==> config.mk <==
export PLATFORM = sky130hd
export DESIGN_NAME = graceful_power_sequencer_unit
export DESIGN_NICKNAME = d
export VERILOG_FILES = /design/src/sv/gps_pkg.sv /design/src/sv/gps_core.sv /design/src/sv/graceful_power_sequencer_unit.sv
export SDC_FILE = /design/constraint.sdc
export NUM_CORES = 1
export LEC_CHECK = 0
export ABC_AREA = 1
export BUFFER_PORTS_ARGS = -buffer_cell sky130_fd_sc_hd__buf_2
export CAP_MARGIN = 25
export CORE_MARGIN = 8
export CORE_UTILIZATION = 30
export DETAILED_ROUTE_END_ITERATION = 8
export SLEW_MARGIN = 10
export SYNTH_ARGS = -nofsm -noshare
export SYNTH_HDL_FRONTEND = slang
export SYNTH_SLANG_ARGS = --single-unit
==> constraint.sdc <==
create_clock -name clk_i -period 7.15 [get_ports clk_i]
set_input_delay 0 -clock clk_i [delete_from_list [all_inputs] [get_ports clk_i]]
set_output_delay 0 -clock clk_i [all_outputs]
set_load 0.02 [all_outputs]
==> src/sv/gps_pkg.sv <==
`default_nettype none
package gps_pkg;

  typedef enum logic [1:0] {
    MODE_IDLE     = 2'd0,
    MODE_BROWNOUT = 2'd1,
    MODE_SHUTDOWN = 2'd2
  } mode_e;

  typedef enum logic [2:0] {
    CFG_DEBOUNCE_TICKS  = 3'd0,
    CFG_BROWNOUT_TICKS  = 3'd1,
    CFG_BLINK_TICKS     = 3'd2,
    CFG_SHUTDOWN_BLINKS = 3'd3,
    CFG_WAKE_ON_SUPPLY  = 3'd4
  } cfg_idx_e;

  localparam int unsigned CfgIdxW  = 3;
  localparam int unsigned CfgDataW = 16;

  typedef struct packed {
    logic [15:0] debounce_ticks;
    logic [15:0] brownout_ticks;
    logic [15:0] blink_ticks;
    logic [5:0]  shutdown_blinks;
    logic        wake_on_supply;
  } cfg_t;

  localparam cfg_t CfgReset = '{
    debounce_ticks:  16'd5,
    brownout_ticks:  16'd200,
    blink_ticks:     16'd50,
    shutdown_blinks: 6'd36,
    wake_on_supply:  1'b0
  };

  // last_levels: bit0 safe_n, bit1 button_n, bit2 ext_power
  typedef struct packed {
    mode_e       mode;
    logic        power_on;
    logic        led_on;
    logic        halt_on;
    logic [5:0]  blink_count;
    logic [15:0] slow_timer;
    logic        slow_running;
    logic [15:0] deb_timer;
    logic        deb_active;
    logic [2:0]  last_levels;
  } state_t;

  localparam state_t StateReset = '{
    mode:         MODE_IDLE,
    power_on:     1'b0,
    led_on:       1'b0,
    halt_on:      1'b0,
    blink_count:  6'd0,
    slow_timer:   16'd0,
    slow_running: 1'b0,
    deb_timer:    16'd0,
    deb_active:   1'b0,
    last_levels:  3'b011
  };

endpackage
`default_nettype wire

==> src/sv/gps_core.sv <==
`default_nettype none
// Next-state logic for one tick: timers first, then SAFE/button, then supply edges.
module gps_core import gps_pkg::*; (
  input  var state_t     st_i,
  input  var cfg_t       cfg_i,
  input  var logic [2:0] levels_i,
  output state_t         st_o
);

  always_comb begin
    state_t      s;
    logic        safe;
    logic        btn;
    logic        ext;
    logic [2:0]  changed;
    logic [16:0] deb_inc;
    logic [16:0] slow_inc;
    logic [15:0] period;
    logic [5:0]  bc_inc;

    s        = st_i;
    safe     = levels_i[0];
    btn      = levels_i[1];
    ext      = levels_i[2];
    changed  = levels_i ^ st_i.last_levels;
    deb_inc  = {1'b0, st_i.deb_timer} + 17'd1;
    slow_inc = '0;
    period   = '0;
    bc_inc   = '0;

    if (s.deb_active) begin
      if (deb_inc >= {1'b0, cfg_i.debounce_ticks}) begin
        s.deb_active = 1'b0;
        s.deb_timer  = '0;
        if (!btn) begin
          if (!s.power_on && ext) begin
            if (s.mode == MODE_IDLE) begin
              s.power_on = 1'b1;
              s.led_on   = 1'b1;
            end
          end else if (s.power_on) begin
            s.halt_on      = 1'b1;
            s.mode         = MODE_SHUTDOWN;
            s.slow_timer   = '0;
            s.slow_running = 1'b1;
          end
        end
      end else begin
        s.deb_timer = deb_inc[15:0];
      end
    end

    // a shutdown started by the debounce above already counts this tick
    if (s.slow_running) begin
      period   = (s.mode == MODE_SHUTDOWN) ? cfg_i.blink_ticks : cfg_i.brownout_ticks;
      slow_inc = {1'b0, s.slow_timer} + 17'd1;
      if (slow_inc >= {1'b0, period}) begin
        s.slow_timer = '0;
        case (s.mode)
          MODE_BROWNOUT: begin
            s.slow_running = 1'b0;
            if (!ext) begin
              s.halt_on      = 1'b1;
              s.mode         = MODE_SHUTDOWN;
              s.slow_timer   = '0;
              s.slow_running = 1'b1;
            end
          end
          MODE_SHUTDOWN: begin
            bc_inc        = s.blink_count + 6'd1;
            s.blink_count = bc_inc;
            if (bc_inc < cfg_i.shutdown_blinks) begin
              s.led_on = ~s.led_on;
            end else begin
              s.power_on     = 1'b0;
              s.led_on       = 1'b0;
              s.halt_on      = 1'b0;
              s.mode         = MODE_IDLE;
              s.blink_count  = '0;
              s.slow_running = 1'b0;
              s.slow_timer   = '0;
            end
          end
          default: begin
            s.slow_running = 1'b0;
          end
        endcase
      end else begin
        s.slow_timer = slow_inc[15:0];
      end
    end

    if (changed[1:0] != 2'b00) begin
      if (!safe) begin
        s.power_on     = 1'b0;
        s.led_on       = 1'b0;
        s.halt_on      = 1'b0;
        s.mode         = MODE_IDLE;
        s.blink_count  = '0;
        s.slow_running = 1'b0;
        s.slow_timer   = '0;
      end
      if (!btn) begin
        s.deb_timer  = '0;
        s.deb_active = 1'b1;
      end
    end

    if (changed[2]) begin
      if (ext) begin
        if (s.mode != MODE_SHUTDOWN) begin
          s.mode = MODE_IDLE;
          if (cfg_i.wake_on_supply) begin
            s.power_on = 1'b1;
            s.led_on   = 1'b1;
          end
        end
      end else if (s.power_on) begin
        s.mode         = MODE_BROWNOUT;
        s.slow_timer   = '0;
        s.slow_running = 1'b1;
      end
    end

    s.last_levels = levels_i;
    st_o          = s;
  end

endmodule
`default_nettype wire

==> src/sv/graceful_power_sequencer_unit.sv <==
// Power sequencer, one input beat per base tick.
// The result beat is registered and valid in the cycle after the input beat is taken.
// Throughput: one beat per cycle; the single output register takes a new result
// whenever it is empty or its beat leaves in the same cycle.
// Reset (rst_ni low, asynchronous): host off, idle, timers stopped, config registers at defaults.
`default_nettype none
module graceful_power_sequencer_unit import gps_pkg::*; (
  input  var logic                clk_i,
  input  var logic                rst_ni,
  input  var logic                s_axis_tvalid,
  output logic                    s_axis_tready,
  // [0] safe_n, [1] button_n, [2] ext_power, [7:3] zero
  input  var logic [7:0]          s_axis_tdata,
  output logic                    m_axis_tvalid,
  input  var logic                m_axis_tready,
  // [0] power_enable, [1] halt_request, [2] led_drive, [4:3] mode, [7:5] zero
  output logic [7:0]              m_axis_tdata,
  input  var logic                cfg_valid_i,
  output logic                    cfg_ready_o,
  input  var logic [CfgIdxW-1:0]  cfg_index_i,
  input  var logic [CfgDataW-1:0] cfg_data_i
);

  cfg_t       cfg_q;
  state_t     st_q, st_d;
  logic       out_valid_q;
  logic [7:0] out_data_q;
  logic       in_beat;

  assign cfg_ready_o   = 1'b1;
  assign s_axis_tready = !out_valid_q || m_axis_tready;
  assign in_beat       = s_axis_tvalid && s_axis_tready;
  assign m_axis_tvalid = out_valid_q;
  assign m_axis_tdata  = out_data_q;

  always_ff @(posedge clk_i or negedge rst_ni) begin
    if (!rst_ni) begin
      cfg_q <= CfgReset;
    end else if (cfg_valid_i) begin
      case (cfg_idx_e'(cfg_index_i))
        CFG_DEBOUNCE_TICKS:  cfg_q.debounce_ticks  <= cfg_data_i;
        CFG_BROWNOUT_TICKS:  cfg_q.brownout_ticks  <= cfg_data_i;
        CFG_BLINK_TICKS:     cfg_q.blink_ticks     <= cfg_data_i;
        CFG_SHUTDOWN_BLINKS: cfg_q.shutdown_blinks <= cfg_data_i[5:0];
        CFG_WAKE_ON_SUPPLY:  cfg_q.wake_on_supply  <= cfg_data_i[0];
        default: ;
      endcase
    end
  end

  gps_core u_core (
    .st_i     (st_q),
    .cfg_i    (cfg_q),
    .levels_i (s_axis_tdata[2:0]),
    .st_o     (st_d)
  );

  always_ff @(posedge clk_i or negedge rst_ni) begin
    if (!rst_ni) begin
      st_q        <= StateReset;
      out_valid_q <= 1'b0;
    end else begin
      if (in_beat) begin
        st_q <= st_d;
      end
      if (in_beat) begin
        out_valid_q <= 1'b1;
      end else if (m_axis_tready) begin
        out_valid_q <= 1'b0;
      end
    end
  end

  always_ff @(posedge clk_i) begin
    if (in_beat) begin
      out_data_q <= {3'b000, st_d.mode, st_d.led_on, st_d.halt_on, st_d.power_on};
    end
  end

endmodule
`default_nettype wire

==> flow_summary.json <==
{
  "ys_ff_latch": 109,
  "cts_setup_buffers": 0,
  "grt_pass1_wl_mm": 28.12,
  "slew_viol_final": 0,
  "fill_cells": 2440,
  "start_util": 0.3042,
  "start_kind": "flop",
  "rsz0062_at_grt": "no",
  "synth-edff-count": 5,
  "num_vias": 5699,
  "row_count": 55,
  "fin_ws_ps": 800.7,
  "die_w_um": 167.3,
  "clkSinkCount": 109,
  "drt_wl_total_mm": 16.44,
  "root_buffer": "clkbuf_16",
  "grt_max_degree": 64,
  "hold_viol": 0,
  "power_per_cell_area_nw_per_um2": 297.1,
  "antenna_cells": 0,
  "cts_tree": "built",
  "finish.instance_area_um2": 7815,
  "synthTopCellsByArea": "dfrtp_1, nand2_1, ha_1",
  "drt-pass1-iter-count": 5,
  "cp_common_cell": "nand2_1",
  "critical_path.max_stage_delay_ps": 400,
  "antenna_found_initial": 0,
  "crit_fanout": 13,
  "dieHeight_um": 167.3,
  "synth-xor-area-share": 0.03189,
  "placed_area_um2": 7292,
  "syn_avg_cell_area_um2": 7.733,
  "status": "complete, no violations",
  "synthArstFlopShare": 0.9541,
  "first_iter_violations": 299,
  "max-vdd-ir-drop_mv": 0.1423,
  "synth_top_family_by_area": "simple AND/OR/NAND/NOR gates",
  "ys_dominant_reg_cell": "dfrtp_1",
  "cts_buffers": 9,
  "cts_buffer_depth": 2,
  "tightest_slew_ps": 970.0,
  "final_nets": 1004,
  "pre_cts_ws_ps": 529.9,
  "area_growth_pct": 13.81,
  "clk_latency_ps": 370,
  "grt-ovfl-total": 0,
  "layout-drive-gt1-share": 0.1134,
  "drtAntennaViolNets": 0,
  "post-synth-top-count-cell": "nand2_1",
  "path_clk_slew_ps": 80,
  "synth-seq-area-share": 0.4031,
  "hold_class": "in -> reg",
  "path_buf_inv": 6,
  "grt_usage": 0.1224,
  "fin_crit_sh": 0.8880,
  "critical_path.slowest_cell": "dfrtp_1",
  "fin_crit_ps": 6349,
  "crit_family": "simple AND/OR/NAND/NOR gates",
  "finalSetupViolCount": 0,
  "yosys.area_share.simple": 0.2210,
  "first_global_vias": 5651,
  "critical_path_class": "reg -> reg",
  "drc_errors": 0,
  "die_area_um2": 27990,
  "maxCapViolations": 0,
  "syn_inst": 888,
  "yosysTopAreaCell": "dfrtp_1",
  "ys_top_cells_by_count": "nand2_1, inv_1, o21ai_0",
  "muxShareOfSynthArea": 0.02351,
  "endpoint_kind": "flop",
  "ios": 43,
  "synth_top_area_frac": 0.3353,
  "clock_skew_ps": 8.872,
  "viasPerCell": 4.671,
  "htree_levels": 3,
  "core_um2": 22570,
  "fmax_mhz": 157.5,
  "synth_cell_types": 48,
  "setup_tns_ps": 0,
  "wl_per_cell_um": 13.48,
  "dp_hpwl_mm": 11.98,
  "netlist_area_um2": 6867,
  "p_leak_nw": 3.865,
  "cp.required_ps": 7420,
  "io_buffers": 33,
  "synth-adder-area-share": 0.07653,
  "crit_arrival_ps": 6620,
  "synth_compound_area_frac": 0.1381,
  "yosysWarningCount": 0,
  "routabilityCongestion": 0.8436,
  "slew_headroom": 0.3518
}
worst register-to-register path: cells and delay by family (launching register included):
| kind | cells | cell delay (ps) |
|---|---|---|
| AO/OA/AOI/OAI | 5 | 1080 |
| XOR/XNOR | 2 | 460 |
| buffers and inverters | 6 | 510 |
| flip-flops | 1 | 400 |
| AND/OR/NAND/NOR | 24 | 3020 |
| adder cells (fa/ha/maj) | 3 | 780 |
cell usage in the layout (no fill, tap or decap), drive strengths merged, types with 9 or more instances in the layout:
master / count
dfstp: 12
inv: 146
nand3: 34
clkbuf: 10
dfrtp: 92
o21ai: 109
nand2: 224
nand4: 9
o22ai: 20
ha: 42
dlygate4sd3: 20
mux2i: 15
nor2: 60
xor2: 19
buf: 43
nor3: 11
a21oi: 21
timing repair:
action                                  in CTS  in global routing
hold buffers                                20                  0
endpoints found under the hold margin       81                  0
endpoints found under the setup margin       0                 31
gates resized for setup                      0                  4
flip-flops by register name (all words and copies together), names as in the netlist:
register / count
cfg_q: 55
st_q: 48
m_axis_tdata: 5
m_axis_tvalid: 1
cell type report:
cell class                 instances  area (um2)  share of cell area
clock buffer                      10       229.0             0.02930
clock inverter                     6       52.55            0.006724
inverter                         142       533.0             0.06820
multi-input combinational        605        3413              0.4368
sequential                       109        2768              0.3541
tap                              285       356.6             0.04563
timing repair buffer              63       462.9             0.05924
routing by layer:
| layer | global-route usage | vias up | wire (um) |
|---|---|---|---|
| li1 | - | 2941 | - |
| met1 | 0.1708 | 2659 | 8674 |
| met2 | 0.1909 | 87 | 7064 |
| met3 | 0.02445 | 12 | 546 |
| met4 | 0.02950 | 0 | 157 |
| met5 | 0 | - | 0 |
where the power goes:
part / leakage [nW] / switching [mW] / total (mW) / internal [mW]
combinational: 2.36 / 0.593 / 0.950 / 0.357
sequential: 1.37 / 0.106 / 0.870 / 0.764
clock: 0.139 / 0.257 / 0.502 / 0.244
total: 3.86 / 0.957 / 2.32 / 1.37
metrics by stage:
stage,utilization,hold slack [ps],power [mW],std cells
floorplan,-,-295.6,1.584,890
global placement,0.3231,22.13,1.790,1183
detailed placement,0.3231,25.47,1.817,1183
CTS,0.3444,20.29,2.334,1219
global route,0.3462,54.21,2.527,1220
finish,0.3462,33.50,2.322,1220
cells by family after synthesis:
kind of cell | Yosys count
xor gates and xnor gates | 25
AOI/OAI and AO/OA | 173
muxes | 16
adders and majority gates | 42
other | 2
and+or+nand+nor | 345
DFF | 109
buffers and inverters | 176
path summary, 6_finish.rpt:
kind,end,from,slack [ps],depth (start not counted)
max,st_q[24],st_q[6],800,40
min,st_q[2],s_axis_tdata[2],30,3
max reg2reg,st_q[24],st_q[6],800,40
min reg2reg,st_q[0],st_q[0],480,2
max in group asynchronous,st_q[45],rst_ni,5780,3
min in group asynchronous,st_q[32],rst_ni,170,2
Note: power is estimated with default switching activity, not from simulation.
